<file path="src/fcma_ram.sv">
`timescale 1ns / 1ps
module fcma_ram #(
  parameter int unsigned Width = 32,
  parameter int unsigned Depth = 16
) (
  input  logic                     clk_i,
  input  logic                     we_i,
  input  logic [$clog2(Depth)-1:0] waddr_i,
  input  logic [Width-1:0]         wdata_i,
  input  logic [$clog2(Depth)-1:0] raddr_i,
  output logic [Width-1:0]         rdata_o
);
  logic [Width-1:0] mem_q [Depth];

  always_ff @(posedge clk_i) begin
    if (we_i) begin
      mem_q[waddr_i] <= wdata_i;
    end
    rdata_o <= mem_q[raddr_i];
  end
endmodule

</file>
<file path="config.mk">
export PLATFORM = sky130hd
export DESIGN_NAME = fcma_ram
export DESIGN_NICKNAME = d
export VERILOG_FILES = /design/src/fcma_ram.sv
export SDC_FILE = /design/constraint.sdc
export NUM_CORES = 1
export LEC_CHECK = 0
export BUFFER_PORTS_ARGS = -buffer_cell sky130_fd_sc_hd__buf_2
export CAP_MARGIN = 15
export CELL_PAD_IN_SITES_DETAIL_PLACEMENT = 1
export CELL_PAD_IN_SITES_GLOBAL_PLACEMENT = 1
export CORE_UTILIZATION = 45
export DETAILED_ROUTE_END_ITERATION = 8
export PLACE_DENSITY_LB_ADDON = 0.1
export SLEW_MARGIN = 20
export SYNTH_ARGS = -nofsm -noshare
export SYNTH_HDL_FRONTEND = slang
export SYNTH_SLANG_ARGS = --single-unit
</file>
<file path="constraint.sdc">
create_clock -name clk_i -period 5.87 [get_ports clk_i]
set_input_delay 1.4675 -clock clk_i [delete_from_list [all_inputs] [get_ports clk_i]]
set_output_delay 1.4675 -clock clk_i [all_outputs]
set_load 0.01 [all_outputs]
</file>
# ---- Word level (Yosys, flattened, before mapping)
# Memory sizes are Yosys's and may differ from the RTL's. A register that Yosys moved wholly into a read port is not among the register bits.
# Index checks and enable logic that the tools add are counted.
dict set report totals {
  register_bits 0
  ramBits 512
  output_inout_bits 32
  memories 1
  in_bits 42
  word_cells 3
}
dict set report classes {
  muxes 2
}
# name depth word_bits read_ports rd_clocked_by_memory_dff wr line
set memory_table {}
lappend memory_table {mem_q 16 32 1 1 1 13} ;# logic [Width-1:0] mem_q [Depth];
# operator count
set ops {}
lappend ops {{$mux W1} 2}

# ---- Depth between registers and ports, before layout
dict set report depth {
  ltp_word 2
  ltp_mapped 5
  depth_no_buf 3
}

# ---- Least setup slack after synthesis
# No wires, ideal clock.
dict set report synth_path {
  path_type {input port to flip-flop}
  start {input waddr_i[2]}
  end {memory mem_q[0][0] (enable)}
  path_slack_ps 1223
  required_ps 5409
  path_stages 2
  arrival_ps 4186
  setup_ps 461
  path_buffers 0
  path_cell_list {or3b_2 -> nor3_1}
}
# item line
set synth_lines {}
lappend synth_lines {{start: declaration} 8} ;# input logic [$clog2(Depth)-1:0] waddr_i,
lappend synth_lines {{end: declaration} 13}
# Straight into the memory's write port.

==> summary by stage <==
Status
The flow ran to the end, and the final reports show no timing, DRC or antenna violations.

STA
The final max-slew violation count came to 0. For this run, the top clock speed supported by timing is around 0.31 GHz. The setup slack after layout is 2.66 ns. Hold is met by ~0.67 ns. For the pin with the worst max-slew slack, the measured transition is around 1.1 ns. Setup repair after global routing left no endpoint under its margin. The final setup violation count is 0. The final number of hold-violating endpoints is 0. Clock skew on the completed layout was measured at approximately 0.013 ns. Setup total negative slack on the finished layout was measured at 0 ns. The worst slew margin relative to its limit is about a quarter. The post-route minimum period is between 3 and 4 ns. The ratio of final minimum period to clock period is roughly 55%.

Yosys
Synthesis handed over a netlist of about 840 instances. The top cell type's share of synthesized area is between 70% and 80%. edfxtp_1 is the most common cell in the netlist.

The synthesized netlist occupies a cell area of 19900 µm². The number of different library cells used by synthesis comes to 18. By area the synthesized netlist is led by edfxtp_1, mux4_2, dfxtp_1, a22oi_1, nand2_1.

The largest total area in the synthesized netlist belongs to edfxtp_1. The count of synthesis-stage warnings from yosys is 0. Dividing the synthesized area by the synthesized cell count gives about 24 µm². In the synthesized netlist, the cells that appear most often are edfxtp_1, mux4_2, a22oi_1. Sequential elements use 80.7% of the synthesized area. The main flop type after synthesis is edfxtp_1.

The proportion of register bits with asynchronous set or reset after synthesis is 0%. Yosys mapped a number of flops with a built-in enable equal to between 500 and 600. The net count after synthesis is approximately 900.

The synthesized flop and latch total is ~540.

Clock tree
The clock sink count is between 500 and 600. The clock input transition at the sequential cells of the worst setup and hold paths is 0.06 ns. Buffers inserted to repair hold after CTS numbered 0. In this run the number of H-tree levels came out at 2. The later pin in the worst-skew pair is clocked with a latency of 0.59 ns. The number of resized instances in the post-cts repair step is 0. Counting along the longest clock path gives a buffer depth of 3.

The clock tree from TritonCTS is yes. Clock tree synthesis selected as its root buffer the cell clkbuf_16. The number of buffers added for setup after CTS is 0. Counting the buffers created by CTS gives 56.

Floorplanning
The placeable core region is 43300 µm². The number of standard-cell rows in the floorplan is 76. The die is 212 µm wide. The floorplan step defined a die boundary enclosing approximately 45000 µm². The die is ~210 µm tall. Once the floorplan was initialized, standard cells occupied a little under half of the core. During I/O placement, the number of pins put on the boundary was between 70 and 80.

Drt
The detailed router finished its first iteration with approximately 800 violations. The via density per instance is approximately 5.7. The DRC violations left is 0. The count of nets left with antenna violations once routing finished came out at 0. The length of the first detailed-routing pass in iterations is 5. The total routed wirelength is 46500 µm. In the final routed layout, each cell accounts on average for approximately 29 µm. For this block, the via count after detailed routing is ~9100.

Min path
The class of the tightest hold or removal check is reg2reg. In this run the most critical hold path is launched from mem_q[14][25].

Critical path
The worst setup path is captured at a flop. The worst setup path is of the in2reg kind. The launching element type of the critical path is an input pin. On the critical path, the stage with the largest delay is an instance of clkbuf_8. Of all nets on the critical path, the largest fanout is between 70 and 80. The critical path goes through clkbuf_8 -> buf_4 -> mux4_2 -> a22oi_1 -> nand2_1. Tracing the worst setup path back leads to its startpoint at raddr_i[0]. The start of the worst register-to-register path is mem_q[3][1]. The arrival time of the worst setup path is roughly 3.7 ns. STA puts the critical path data required time at about 6.3 ns. The maximum cell stage delay along the critical path is ~0.7 ns.

Power
Dividing total power by cell area gives a power density of between 300 and 400 nW/µm². The worst voltage drop across the vdd grid is between 0.2 and 0.25 mV. The leakage power figure is around 7.3 nW.

Final layout
The fraction of layout cells with a size suffix above 1 is 32.2%. The signed area change from the synthesized netlist to the final layout is 14.8%. The total number of nets in the final design is roughly 990.

Flow run
Max-cap violations in this run came to 0.

Placed design
The weighted congestion reported at the end of routability-driven placement is between 0.7 and 0.8. The wire-length estimate of the detail-placed layout is about 24000 µm. The port buffer count is 73.

Timing analysis after detailed placement gives a worst setup slack of 2.00 ns.

Global route
The initial antenna violation count is 3. The number of global-route vias before repair is between 9000 and 10000. The first global-routing pass estimated between 60000 and 70000 µm of wire. Summed over all layers, the global routing overflow is 0.

Across every metal layer, demand over resource in global routing totals around 22%. Entering global routing, the biggest net connects 76 pins.
## cell usage in the layout, fill, tap and decap left out
master / instances
nand3_1: 1
or3b_2: 1
nor2b_4: 2
clkbuf_8: 7
nor3_2: 4
clkinv_2: 8
nand3b_1: 2
nand2b_1: 2
nand2_1: 33
buf_2: 71
clkbuf_16: 57
and2_2: 1
bufinv_16: 2
a22oi_1: 64
edfxtp_1: 512
nor2_4: 13
clkinvlp_4: 1
clkinv_1: 4
dfxtp_1: 32
buf_12: 2
mux4_2: 128
clkbuf_1: 23
clkinv_4: 1
diode_2: 1
buf_4: 22
## registers in the layout, indices dropped and copies added (netlist names)
| signal | cells |
|---|---|
| mem_q | 512 |
| rdata_o | 32 |
## worst max-delay path, delay by kind of cell
family	cells	cell delay, ns
AOI/OAI and AO/OA	1	0.24
muxes	1	0.57
buffers and inverters	2	1.21
and+or+nand+nor	1	0.07
## metrics by stage
step / utilization (%) / area (µm²) / instances / total power, mW
global placement: 48.7 / 21100 / 1476 / 4.84
detailed placement: 48.7 / 21100 / 1476 / 4.85
finish: 52.7 / 22800 / 1579 / 8.12
global route: 52.7 / 22800 / 1579 / 8.36
floorplan: - / 19900 / 838 / 4.67
CTS: 52.7 / 22800 / 1578 / 8.20
## where the power goes
part	internal, mW	leakage (nW)	total, mW	switching (mW)
clock network	1.95	0.843	3.36	1.41
registers	4.34	4.89	4.37	0.0265
logic	0.154	1.56	0.392	0.237
total	6.45	7.30	8.12	1.67
## metal layers
layer | global-route usage [%] | share of wire, % | vias to the layer above
li1 | - | - | 3804
met5 | 0 | 0.032 | -
met2 | 35.5 | 50 | 233
met4 | 5.97 | 2.0 | 4
met3 | 3.77 | 4.6 | 68
met1 | 29.9 | 44 | 4963
## worst paths after layout
path,slack (ns),endpoint,depth (start not counted)
worst max-delay path,2.66,rdata_o[20],5
worst min-delay path,0.67,rdata_o[25],3
worst max register to register,4.47,rdata_o[1],3
worst min register to register,0.67,rdata_o[25],3
## layout make-up
class | count | area, µm²
Antenna cell | 1 | 2.50
Clock buffer | 86 | 1600
Clock inverter | 16 | 131
Fill cell | 3709 | 20500
Multi-Input combinational cell | 251 | 3750
Sequential cell | 544 | 16000
Tap cell | 585 | 732
Timing Repair Buffer | 96 | 574
## cell families after synthesis
group	Yosys count	synth area share, %
AOI/OAI and AO/OA	64	2.42
buffers and inverters	43	1.12
DFF	544	80.7
muxes	128	14.5
and+or+nand+nor	59	1.27
Note: power is estimated with default switching activity, not from simulation.
