### src/fcma_pkg.sv
`timescale 1ns / 1ps
package fcma_pkg;
  localparam int unsigned CfgIdxW = 2;
  localparam int unsigned CfgDataW = 31;
  localparam logic [CfgIdxW-1:0] RegLookX = 2'd0;
  localparam logic [CfgIdxW-1:0] RegLookY = 2'd1;
  localparam logic [CfgIdxW-1:0] RegLookZ = 2'd2;
  localparam logic [CfgIdxW-1:0] RegDist = 2'd3;
  localparam int unsigned DivW = 38;
endpackage

### src/fcma_div.sv
`timescale 1ns / 1ps
// Signed by unsigned restoring divider, truncates toward zero, one bit per cycle.
module fcma_div (
  input  logic                            clk_i,
  input  logic                            rst_ni,
  input  logic                            start_i,
  input  logic signed [fcma_pkg::DivW-1:0] num_i,
  input  logic [4:0]                      den_i,
  output logic                            done_o,
  output logic signed [fcma_pkg::DivW-1:0] quo_o
);
  import fcma_pkg::*;
  localparam int unsigned CntW = $clog2(DivW + 1);

  logic [DivW-1:0] mag_q, quo_q;
  logic [5:0]      rem_q;
  logic [4:0]      den_q;
  logic            neg_q, busy_q;
  logic [CntW-1:0] cnt_q;
  logic [5:0]      trial;

  assign trial = {rem_q[4:0], mag_q[DivW-1]};
  assign quo_o = neg_q ? -$signed(quo_q) : $signed(quo_q);

  always_ff @(posedge clk_i or negedge rst_ni) begin
    if (!rst_ni) begin
      busy_q <= 1'b0;
      done_o <= 1'b0;
      cnt_q  <= '0;
    end else begin
      done_o <= 1'b0;
      if (start_i) begin
        busy_q <= 1'b1;
        cnt_q  <= CntW'(DivW);
      end else if (busy_q) begin
        cnt_q <= cnt_q - 1'b1;
        if (cnt_q == CntW'(1)) begin
          busy_q <= 1'b0;
          done_o <= 1'b1;
        end
      end
    end
  end

  always_ff @(posedge clk_i) begin
    if (start_i) begin
      neg_q <= num_i[DivW-1];
      mag_q <= num_i[DivW-1] ? DivW'(-num_i) : DivW'(num_i);
      den_q <= den_i;
      rem_q <= '0;
      quo_q <= '0;
    end else if (busy_q) begin
      mag_q <= {mag_q[DivW-2:0], 1'b0};
      if (trial >= {1'b0, den_q}) begin
        rem_q <= trial - {1'b0, den_q};
        quo_q <= {quo_q[DivW-2:0], 1'b1};
      end else begin
        rem_q <= trial;
        quo_q <= {quo_q[DivW-2:0], 1'b0};
      end
    end
  end
endmodule

### config.mk
export PLATFORM = sky130hd
export DESIGN_NAME = fcma_div
export DESIGN_NICKNAME = d
export VERILOG_FILES = /design/src/fcma_pkg.sv /design/src/fcma_div.sv
export SDC_FILE = /design/constraint.sdc
export NUM_CORES = 1
export LEC_CHECK = 0
export BUFFER_PORTS_ARGS = -buffer_cell sky130_fd_sc_hd__clkbuf_2
export CAP_MARGIN = 10
export CORE_ASPECT_RATIO = 1.5
export CORE_MARGIN = 2
export CORE_UTILIZATION = 30
export DETAILED_ROUTE_END_ITERATION = 7
export GPL_TIMING_DRIVEN = 0
export SLEW_MARGIN = 40
export SYNTH_ARGS = -nofsm -noshare
export SYNTH_HDL_FRONTEND = slang
export SYNTH_SLANG_ARGS = --single-unit
### constraint.sdc
create_clock -name clk_i -period 4.2 [get_ports clk_i]
set_input_delay 1.05 -clock clk_i [delete_from_list [all_inputs] [get_ports clk_i]]
set_output_delay 1.05 -clock clk_i [all_outputs]
set_load 0.02 [all_outputs]
; ---- Word-level counts from Yosys, hierarchy flattened
; Index checks and enable logic that the tools add are counted.
[totals]
register_bits = 95
latchBits = 0
mem_bits_rw = 0
rom_bits = 0
out_inout_bits = 39
mem_count = 0
[op_classes]
add_sub_neg = 4
multipliers = 0
n_div = 0
order_cmp = 1
eq_ne = 1
shift = 0
n_mux = 14
bitwise = 0
n_reduce_logical = 1
[ops]
columns = operator, n
row1 = $mux W38, 4
row2 = $neg A38 Y38, 2
row3 = $mux W6, 2
row4 = $mux W1, 7
row5 = $eq A6 B1 Y1 const B, 1
row6 = $ge A6 B5 Y1, 1
row7 = $sub A6 B1 Y6 const B, 1
row8 = $mux W5, 1
row9 = $sub A5 B5 Y5, 1
row10 = $reduce_bool A2 Y1, 1

; ---- Longest topological paths before layout
; Gate-level depths: netlist of the first run.
[logic_depth]
ltp_word = 4
mapped_depth = 9
mapped_depth_nobuf = 9

; ---- Least setup slack after synthesis of the first run
; OpenSTA, ideal clock, no wires.
[synth_path]
path_kind = reg-to-output
from = register quo_q[27]
to = output quo_o[37] (netlist bit)
t_arrival_ns = 2.178
t_required_ns = 3.150
slack_ns = 0.972
path_stages_with_launch = 6
path_cell_list = dfxtp_1 -> or4_4 -> or4_4 -> or3_4 -> o31ai_4 -> xnor2_1
[synth_between]
elab_chain_len = 2
[synth_rtl]
columns = element, line
row1 = "start, declared", fcma_div.sv:15  ; logic [DivW-1:0] mag_q, quo_q;
row2 = "start signal, assigned", fcma_div.sv:56  ; quo_q <= {quo_q[DivW-2:0], 1'b1};
row3 = "start signal, assigned", fcma_div.sv:59  ; quo_q <= {quo_q[DivW-2:0], 1'b0};
row4 = $neg A38 Y38, fcma_div.sv:23  ; assign quo_o = neg_q ? -$signed(quo_q) : $signed(quo_q);
row5 = $mux W38, fcma_div.sv:23
row6 = "end, declared", fcma_div.sv:10  ; output logic signed [fcma_pkg::DivW-1:0] quo_o
; No other way between the ends.

; ---- Final worst setup path of the first run
[layout_path]
from = register quo_q[2]
to = output quo_o[30] (netlist bit)
; Same word-level chain as after synthesis.

==> impl_metrics.py, run 1 <==
metrics = {
    "synth": {
        "synth_area_um2": 5455,
        "synth_edf_count": 44,
        "ys_warn_count": 0,
        "ys_ff_latch": 95,
        "syn-instance-count": 572,
        "synth_fp_nets": 628,
        "synthFlopType": "edfxtp_1",
        "syn_area_per_cell_um2": 9.537,
        "yosys.cell_types.count": 48,
        "async_flop_share_pct": 8.421,
        "ys_seq_area_share_pct": 43.67,
    },
    "pwr": {
        "p_seq_share_pct": 36.8,
        "comb_power_share_pct": 37.3,
        "internal_power_w": 0.001949,
        "p_clk_share_pct": 25.9,
        "netSwitchingFraction_pct": 35.90,
        "ir_drop_mv": 0.1713,
        "p_sw_w": 0.001092,
        "p_leak_nw": 2.853,
        "powerDensity_nw_per_um2": 470.8,
    },
    "floorplanning": {
        "dieWidth_um": 114.1,
        "die_y_um": 169.2,
        "row_count": 60,
        "dieArea_um2": 19300,
        "coreArea_um2": 17870,
        "io_pins": 85,
        "initial_core_util_pct": 30.53,
    },
    "job": {
        "maxCapViolCount": 0,
    },
    "final_layout": {
        "drive_above_1_share_pct": 16.79,
        "syn_to_final_growth_pct": 18.42,
        "nNetsFinal": 724,
        "diodes": 0,
    },
    "drt": {
        "wl_mm": 13.60,
        "wl_per_cell_um": 15.29,
        "first_iter_violations": 176,
        "drcViolationCount": 0,
        "firstDrtPassIters": 5,
        "ant_nets": 0,
        "via_per_inst": 5.042,
        "vias": 4487,
    },
    "clocking": {
        "cts_hold_buf": 0,
        "path_clk_slew_ps": 60,
        "clockBufferDepth": 2,
        "clock_sinks": 95,
        "cts_setup_buffers": 0,
        "htree_levels": 3,
        "cts_tree": "yes",
        "cts_resized": 0,
        "clock_latency_ps": 350,
        "root_buffer": "clkbuf_16",
        "cts_made_buffers": 9,
    },
    "timing": {
        "fin_setup_tns_ps": 0,
        "setup_violations": 0,
        "period_share_pct": 94.96,
        "finalMaxSlewViolations": 0,
        "worst-slew-pin-transition_ps": 779.7,
        "clock.fmax_mhz": 250.7,
        "whs_ps": 508.2,
        "final-hold-violation-count": 0,
        "min_period_ps": 3988,
        "skew_ps": 6.423,
        "rsz0062_at_grt": "false",
        "slew_headroom_pct": 47.91,
    },
    "setup_path": {
        "reg2regPathDepth": 9,
        "r2r_end": "rem_q[1]",
        "worstPathRequired_ps": 3150,
        "rrSetupSlack_ps": 1840,
        "start_kind": "register",
        "max_stage_delay_ps": 680,
        "worst_path_max_delay_cell": "nor3b_1",
        "rr_startpoint": "mag_q[37]",
        "crit_chain": "or3_1 > nor3b_1 > nand3_1 > o31ai_1 > xnor2_1 > clkbuf_2",
        "crit_end": "quo_o[30]",
        "startpoint": "quo_q[2]",
        "worst-path-stages": 6,
        "cp_max_fo": 6,
        "worstSetupPathType": "reg -> out",
        "crit_family": "simple AND/OR/NAND/NOR gates",
        "endpoint_kind": "output port",
        "worstPathArrival_ps": 2940,
        "critPathBufInv": 1,
    },
    "placed_design": {
        "dp_hpwl_mm": 10.14,
        "port_buffers": 84,
        "gp_congestion": 0.8161,
    },
    "hold_path": {
        "worstHoldPathType": "reg -> reg",
    },
    "grt": {
        "grt_pass1_wl_mm": 22.04,
        "grt_max_degree": 24,
        "grt_pass1_vias": 4439,
        "antenna_found_initial": 0,
        "gr-total-overflow": 0,
        "track_usage_pct": 14.44,
    },
    "run_status": {
        "status": "finished clean",
    },
}
## per-stage QoR
stage | worst slack [ps] | cell area [um^2] | total power [W] | util, % | cells
global route | 14.99 | 6460 | 0.003243 | 36.16 | 890
detailed placement | 616.8 | 6181 | 0.002282 | 34.59 | 874
global placement | 407.1 | 6147 | 0.002264 | 34.40 | 873
CTS | 222.4 | 6460 | 0.003087 | 36.16 | 890
finish | 211.7 | 6460 | 0.003041 | 36.16 | 890
floorplan | 971.7 | 5455 | 0.001940 | - | 572
## synth_stat cells, drive strengths merged, types with 4 or more instances
cell    count  area share [%]
nor2       91             6.3
edfxtp     44              24
dfxtp      43              16
xnor2      43             6.9
a21oi      41             3.8
mux2i      41             7.5
xor2       34             5.5
clkbuf     32             2.2
nand2      26             1.8
o31ai      26             3.8
o21ai      24             2.2
inv        15             1.0
o41ai      13             2.1
nor4       10             1.5
or3        10             1.2
or4        10             1.6
ha          9             2.1
dfrtp       8             3.7
nand2b      7            0.80
nand3       7            0.73
nand4       4            0.46
nor3        4            0.37
## registers in the layout, summed over array words and instances (netlist names)
signal / flops
rem_q: 5
cnt_q: 6
den_q: 5
quo_q: 38
busy_q: 1
mag_q: 38
done_o: 1
neg_q: 1
## worst min path at each step
stage	cells past startpoint	start	endpoint	slack (ps)
after global placement	2	rem_q[2]	rem_q[2]	480
after global routing	1	rst_ni	cnt_q[4]	540
after floorplan	2	rem_q[2]	rem_q[2]	460
final	2	rem_q[2]	rem_q[2]	510
after CTS	2	rem_q[2]	rem_q[2]	510
after detailed placement	2	rem_q[2]	rem_q[2]	500
## power groups by stage
stage / logic (W) / registers [W] / clock network, W
after floorplan: 0.000821 / 0.00112 / 0
after global placement: 0.00113 / 0.00114 / 0
after detailed placement: 0.00114 / 0.00114 / 0
after CTS: 0.00115 / 0.00112 / 0.000819
after global routing: 0.00126 / 0.00113 / 0.000851
final: 0.00113 / 0.00112 / 0.000786
## layout make-up
type	count	area [um^2]
Buffer	33	127.6
Tap cell	217	271.5
Clock buffer	14	266.5
Timing Repair Buffer	85	447.9
Fill cell	1917	11410
Multi-Input combinational cell	429	2895
Inverter	15	56.30
Clock inverter	2	12.51
Sequential cell	95	2382
## kinds of logic after synthesis
group | synth area share, %
AND/OR/NAND/NOR | 16.83
AO/OA/AOI/OAI | 13.81
flip-flops | 43.67
XOR/XNOR | 12.36
buffers and inverters | 3.372
multiplexers | 7.523
adder cells (fa/ha/maj) | 2.431
## placed cells by master, fill, tap and decap left out, types with 8 or more instances in the layout
cell,netlist,final
o21ai_0,24,24
inv_1,15,14
nor2_1,91,91
ha_1,9,9
edfxtp_1,44,44
dfrtp_1,8,8
clkbuf_2,0,85
o31ai_1,25,25
clkbuf_16,0,10
xor2_1,34,34
mux2i_1,41,41
a21oi_1,41,41
nand2_1,26,26
dfxtp_1,43,43
o41ai_1,13,13
clkbuf_1,32,35
or3_1,9,9
xnor2_1,43,43
## routing by layer
layer	routed length (um)	GRT usage (%)	part of all wire (%)
met5	0	0	0
met3	467	2.214	3.4
met2	6932	25.72	51
met4	312	6.522	2.3
met1	5891	16.91	43
## worst register-to-register path: cells and delay by family, from the launching register on
kind	cells	cell delay (ps)
compound gates	3	700
fa+ha+maj	2	610
flops	1	390
simple gates	1	260
mux	1	180
buf+inv	2	140
Power figures use the tool's default switching activity.
==> inputs of run 2 (changes only) <==
Settings changed: CORE_MARGIN 2 to 10.
==> run 2 against run 1 <==
Against the previous run: utilization is essentially flat; sequential power hardly changed; fmax is 1.4% higher; clock power is 11% higher; sequential share of layout area down 0.19 points; first-iteration DRC count rose by 12%; count of clock-buffer cells in the layout did not move; critical endpoint unchanged; largest cell class unchanged; highest routed layer unchanged; flip-flop and latch count unchanged; global-route usage is 2.7 points lower; setup slack gained 54 ps.
==> impl_metrics.py, run 2 (synthesized netlist as in run 1, its figures left out) <==
metrics = {
    "clocking": {
        "cts_hold_buf": 0,
        "path_clk_slew_ps": 70,
        "cts_setup_buffers": 0,
        "root_buffer": "clkbuf_16",
        "clock_sinks": 95,
        "htree_levels": 3,
        "clock_latency_ps": 350,
        "cts_tree": "yes",
        "cts_made_buffers": 9,
        "cts_resized": 0,
        "clockBufferDepth": 2,
    },
    "floorplanning": {
        "row_count": 60,
        "dieWidth_um": 130.1,
        "io_pins": 85,
        "dieArea_um2": 24090,
        "initial_core_util_pct": 30.40,
        "die_y_um": 185.2,
        "coreArea_um2": 17940,
    },
    "setup_path": {
        "start_kind": "register",
        "worstPathRequired_ps": 3150,
        "cp_max_fo": 6,
        "worstPathArrival_ps": 2880,
        "worstSetupPathType": "reg -> out",
        "endpoint_kind": "output port",
    },
    "placed_design": {
        "gp_congestion": 0.8151,
        "port_buffers": 84,
        "place_area_um2": 6181,
        "dp_hpwl_mm": 10.68,
    },
    "pwr": {
        "total_power_w": 0.003137,
        "p_leak_nw": 2.869,
        "ir_drop_mv": 0.1889,
        "powerDensity_nw_per_um2": 483.1,
    },
    "grt": {
        "grt_pass1_wl_mm": 22.56,
        "gr-total-overflow": 0,
        "antenna_found_initial": 0,
        "grt_max_degree": 24,
        "track_usage_pct": 11.77,
        "grt_pass1_vias": 4463,
    },
    "drt": {
        "vias": 4406,
        "via_per_inst": 4.951,
        "wl_per_cell_um": 15.65,
        "ant_nets": 0,
        "wl_mm": 13.93,
        "first_iter_violations": 197,
        "firstDrtPassIters": 5,
        "drcViolationCount": 0,
    },
    "final_layout": {
        "final_cell_mix": "nor2_1, clkbuf_2, edfxtp_1, xnor2_1, dfxtp_1",
        "diodes": 0,
        "mostFrequentLayoutCell": "nor2_1",
        "nNetsFinal": 724,
        "drive_above_1_share_pct": 16.94,
        "largest_registers": "mag_q x38, quo_q x38, cnt_q x6",
        "design_area_um2": 6494,
        "syn_to_final_growth_pct": 19.04,
        "final_core_util_pct": 36.19,
    },
    "timing": {
        "final-hold-violation-count": 0,
        "min_period_ps": 3935,
        "setup_violations": 0,
        "fin_setup_tns_ps": 0,
        "skew_ps": 8.452,
        "whs_ps": 499.1,
        "slew_headroom_pct": 50.06,
        "clock.fmax_mhz": 254.2,
        "rsz0062_at_grt": "false",
        "finalMaxSlewViolations": 0,
        "worst-slew-pin-transition_ps": 749.2,
        "period_share_pct": 93.68,
    },
    "hold_path": {
        "worstHoldPathType": "reg -> reg",
    },
    "job": {
        "maxCapViolCount": 0,
    },
    "run_status": {
        "status": "finished clean",
    },
}
[run 2: area by class of cell]
class	instances	area [um^2]
clock buffers	14	276.5
inverters	15	56.30
plain buffers	33	127.6
fillers	1861	11450
well taps	217	271.5
flip-flops and latches	95	2382
repair buffers	85	447.9
multi-input cells	429	2895
clock inverters	2	36.28
[run 2: final timing paths]
kind / start / end / slack (ps) / cells past startpoint
worst max-delay path: quo_q[2] / quo_o[30] / 270 / 6
worst min-delay path: rem_q[2] / rem_q[2] / 500 / 2
worst max register to register: mag_q[37] / rem_q[3] / 1880 / 9
worst min register to register: rem_q[2] / rem_q[2] / 500 / 2
max in group asynchronous: rst_ni / busy_q / 3490 / 1
min in group asynchronous: rst_ni / cnt_q[4] / 530 / 1
[run 2: layer usage]
metal	GRT usage (%)	share of wire [%]	vias to the layer above
li1	-	-	2253
met1	13.31	41	2050
met2	20.71	52	89
met3	2.748	5.6	14
met4	4.558	1.5	0
met5	0	0	-
[run 2: per-stage QoR]
stage,setup WS (ps),instances
global route,142.6,890
global placement,410.2,873
finish,265.3,890
detailed placement,600.3,874
CTS,200.2,890
floorplan,971.7,572
[run 2: report_power, final]
group / switching, W / internal (W) / leakage (nW)
combinational: 0.000702 / 0.000446 / 1.83
clock: 0.000354 / 0.000518 / 0.156
sequential: 0.0000549 / 0.00106 / 0.888
[run 2: worst max-delay path, stage by stage, from the launching register on]
cell and delay (ps):
dfxtp_1 360, or3_1 450, nor3b_1 640, nand3_1 360, o31ai_1 360, xnor2_1 170, clkbuf_2 200
==> inputs of run 3 (changes only) <==
Settings changed: CELL_PAD_IN_SITES_DETAIL_PLACEMENT set to 0, CELL_PAD_IN_SITES_GLOBAL_PLACEMENT set to 1, PLACE_DENSITY_LB_ADDON set to 0.1.
==> run 3 against run 2 <==
Against the previous run: register-to-register slack about the same; fmax down 0.12%; count of clock-buffer cells in the layout down 3; setup slack worse by 4.9 ps; clock skew about the same; design area down 0.75%; clock power down 11%; critical endpoint unchanged; critical path depth unchanged; flip-flop and latch count unchanged; non-clock buffer count down 1.
==> impl_metrics.py, run 3 (synthesized netlist as in run 1, its figures left out) <==
metrics = {
    "hold_path": {
        "holdPathEnd": "rem_q[2]",
        "min_from": "rem_q[2]",
        "min_path_cells": 2,
        "worstHoldPathType": "reg -> reg",
    },
    "timing": {
        "finalMaxSlewViolations": 0,
        "rsz0062_at_grt": "false",
        "worst-slew-pin-transition_ps": 780.9,
        "skew_ps": 8.479,
        "min_period_ps": 3940,
        "setup_slack_ps": 260.4,
        "period_share_pct": 93.80,
        "fin_setup_tns_ps": 0,
        "whs_ps": 502.1,
        "final-hold-violation-count": 0,
        "setup_violations": 0,
        "clock.fmax_mhz": 253.8,
        "slew_headroom_pct": 47.94,
    },
    "setup_path": {
        "start_kind": "register",
        "reg2regPathDepth": 9,
        "endpoint_kind": "output port",
        "worstPathRequired_ps": 3150,
        "cp_max_fo": 7,
        "worstPathArrival_ps": 2890,
        "rr_startpoint": "mag_q[37]",
        "r2r_end": "rem_q[3]",
        "rrSetupSlack_ps": 1880,
        "worstSetupPathType": "reg -> out",
    },
    "grt": {
        "track_usage_pct": 12.77,
        "grt_max_degree": 39,
        "antenna_found_initial": 0,
        "grt_pass1_vias": 4664,
        "gr-total-overflow": 0,
        "grt_pass1_wl_mm": 24.34,
    },
    "pwr": {
        "p_sw_w": 0.001123,
        "netSwitchingFraction_pct": 36.63,
        "p_leak_nw": 2.839,
        "p_clk_share_pct": 25.3,
        "ir_drop_mv": 0.1496,
        "p_seq_share_pct": 36.5,
        "powerDensity_nw_per_um2": 475.5,
        "comb_power_share_pct": 38.2,
        "internal_power_w": 0.001942,
    },
    "clocking": {
        "cts_tree": "yes",
        "path_clk_slew_ps": 60,
        "htree_levels": 3,
        "clock_sinks": 95,
        "cts_resized": 0,
        "cts_setup_buffers": 0,
        "clockBufferDepth": 2,
        "clock_latency_ps": 340,
        "cts_hold_buf": 0,
        "root_buffer": "clkbuf_16",
        "cts_made_buffers": 9,
    },
    "final_layout": {
        "final_cell_mix": "nor2_1, clkbuf_2, edfxtp_1, xnor2_1, dfxtp_1",
        "drive_above_1_share_pct": 16.96,
        "fill_cells": 1860,
        "largest_registers": "mag_q x38, quo_q x38, cnt_q x6",
        "mostFrequentLayoutCell": "nor2_1",
        "final_core_util_pct": 35.92,
        "final_cells": 889,
        "nNetsFinal": 723,
        "syn_to_final_growth_pct": 18.14,
        "diodes": 0,
    },
    "floorplanning": {
        "row_count": 60,
        "io_pins": 85,
        "dieWidth_um": 130.1,
        "initial_core_util_pct": 30.40,
        "dieArea_um2": 24090,
        "coreArea_um2": 17940,
        "die_y_um": 185.2,
    },
    "placed_design": {
        "port_buffers": 84,
        "gp_congestion": 0.8391,
        "dp_hpwl_mm": 11.86,
        "dp.cells": 873,
        "pre_cts_ws_ps": 467.5,
    },
    "drt": {
        "firstDrtPassIters": 4,
        "wl_per_cell_um": 16.71,
        "first_iter_violations": 148,
        "ant_nets": 0,
        "wl_mm": 14.86,
        "via_per_inst": 5.011,
        "vias": 4455,
        "drcViolationCount": 0,
    },
    "run_status": {
        "status": "finished clean",
    },
    "job": {
        "maxCapViolCount": 0,
    },
}
## run 3: cell count changes in the layout (fill, tap and decap cells not counted), sizes merged
cell | previous run | this run
inv | 16 | 14
clkinvlp | 0 | 1
buf | 2 | 1
bufinv | 1 | 0
clkinv | 0 | 5
clkbuf | 130 | 127
## run 3: power by group through the flow
stage,sequential [W],clock (W),combinational [W]
3_3_place_gp,0.00114,0,0.00117
2_1_floorplan,0.00112,0,0.000821
4_1_cts,0.00112,0.000811,0.00119
5_1_grt,0.00113,0.000849,0.00130
6_report,0.00112,0.000777,0.00117
3_5_place_dp,0.00114,0,0.00119
## run 3: layout make-up
cell class	count	area, um^2	share of cell area [%]
multi-input combinational	429	2900	45.00
sequential	95	2382	36.96
timing repair buffer	84	420.4	6.523
tap	217	271.5	4.213
clock buffer	11	252.7	3.922
buffer	33	127.6	1.980
inverter	15	57.56	0.8930
clock inverter	5	32.53	0.5048
## run 3: metal layers
metal	up-vias	track usage [%]	part of all wire [%]	wire (um)
li1	2245	-	-	-
met1	2090	13.58	40	5987
met2	103	23.30	52	7773
met3	17	3.005	5.2	771
met4	0	5.325	2.2	323
met5	-	0	0	0
## run 3: worst max-delay path by stage
| stage | from | end | slack [ps] |
|---|---|---|---|
| 2_1_floorplan | quo_q[27] | quo_o[37] | 970 |
| 3_3_place_gp | quo_q[2] | quo_o[31] | 370 |
| 3_5_place_dp | quo_q[2] | quo_o[30] | 470 |
| 4_1_cts | quo_q[2] | quo_o[30] | 90 |
| 5_1_grt | quo_q[6] | quo_o[30] | 40 |
| 6_report | quo_q[6] | quo_o[30] | 260 |
## run 3: per-stage QoR
step / cell area [um^2] / power [W]
2_1_floorplan: 5455 / 0.001940
3_3_place_gp: 6147 / 0.002308
3_5_place_dp: 6153 / 0.002325
4_1_cts: 6439 / 0.003120
5_1_grt: 6445 / 0.003277
6_report: 6445 / 0.003065
## run 3: critical path, cell delays in order, from the launching register on
cell,delay (ps)
dfxtp_1,380
or4_1,710
nor4_4,440
nand3_1,300
o31ai_1,370
xnor2_1,160
clkbuf_2,200
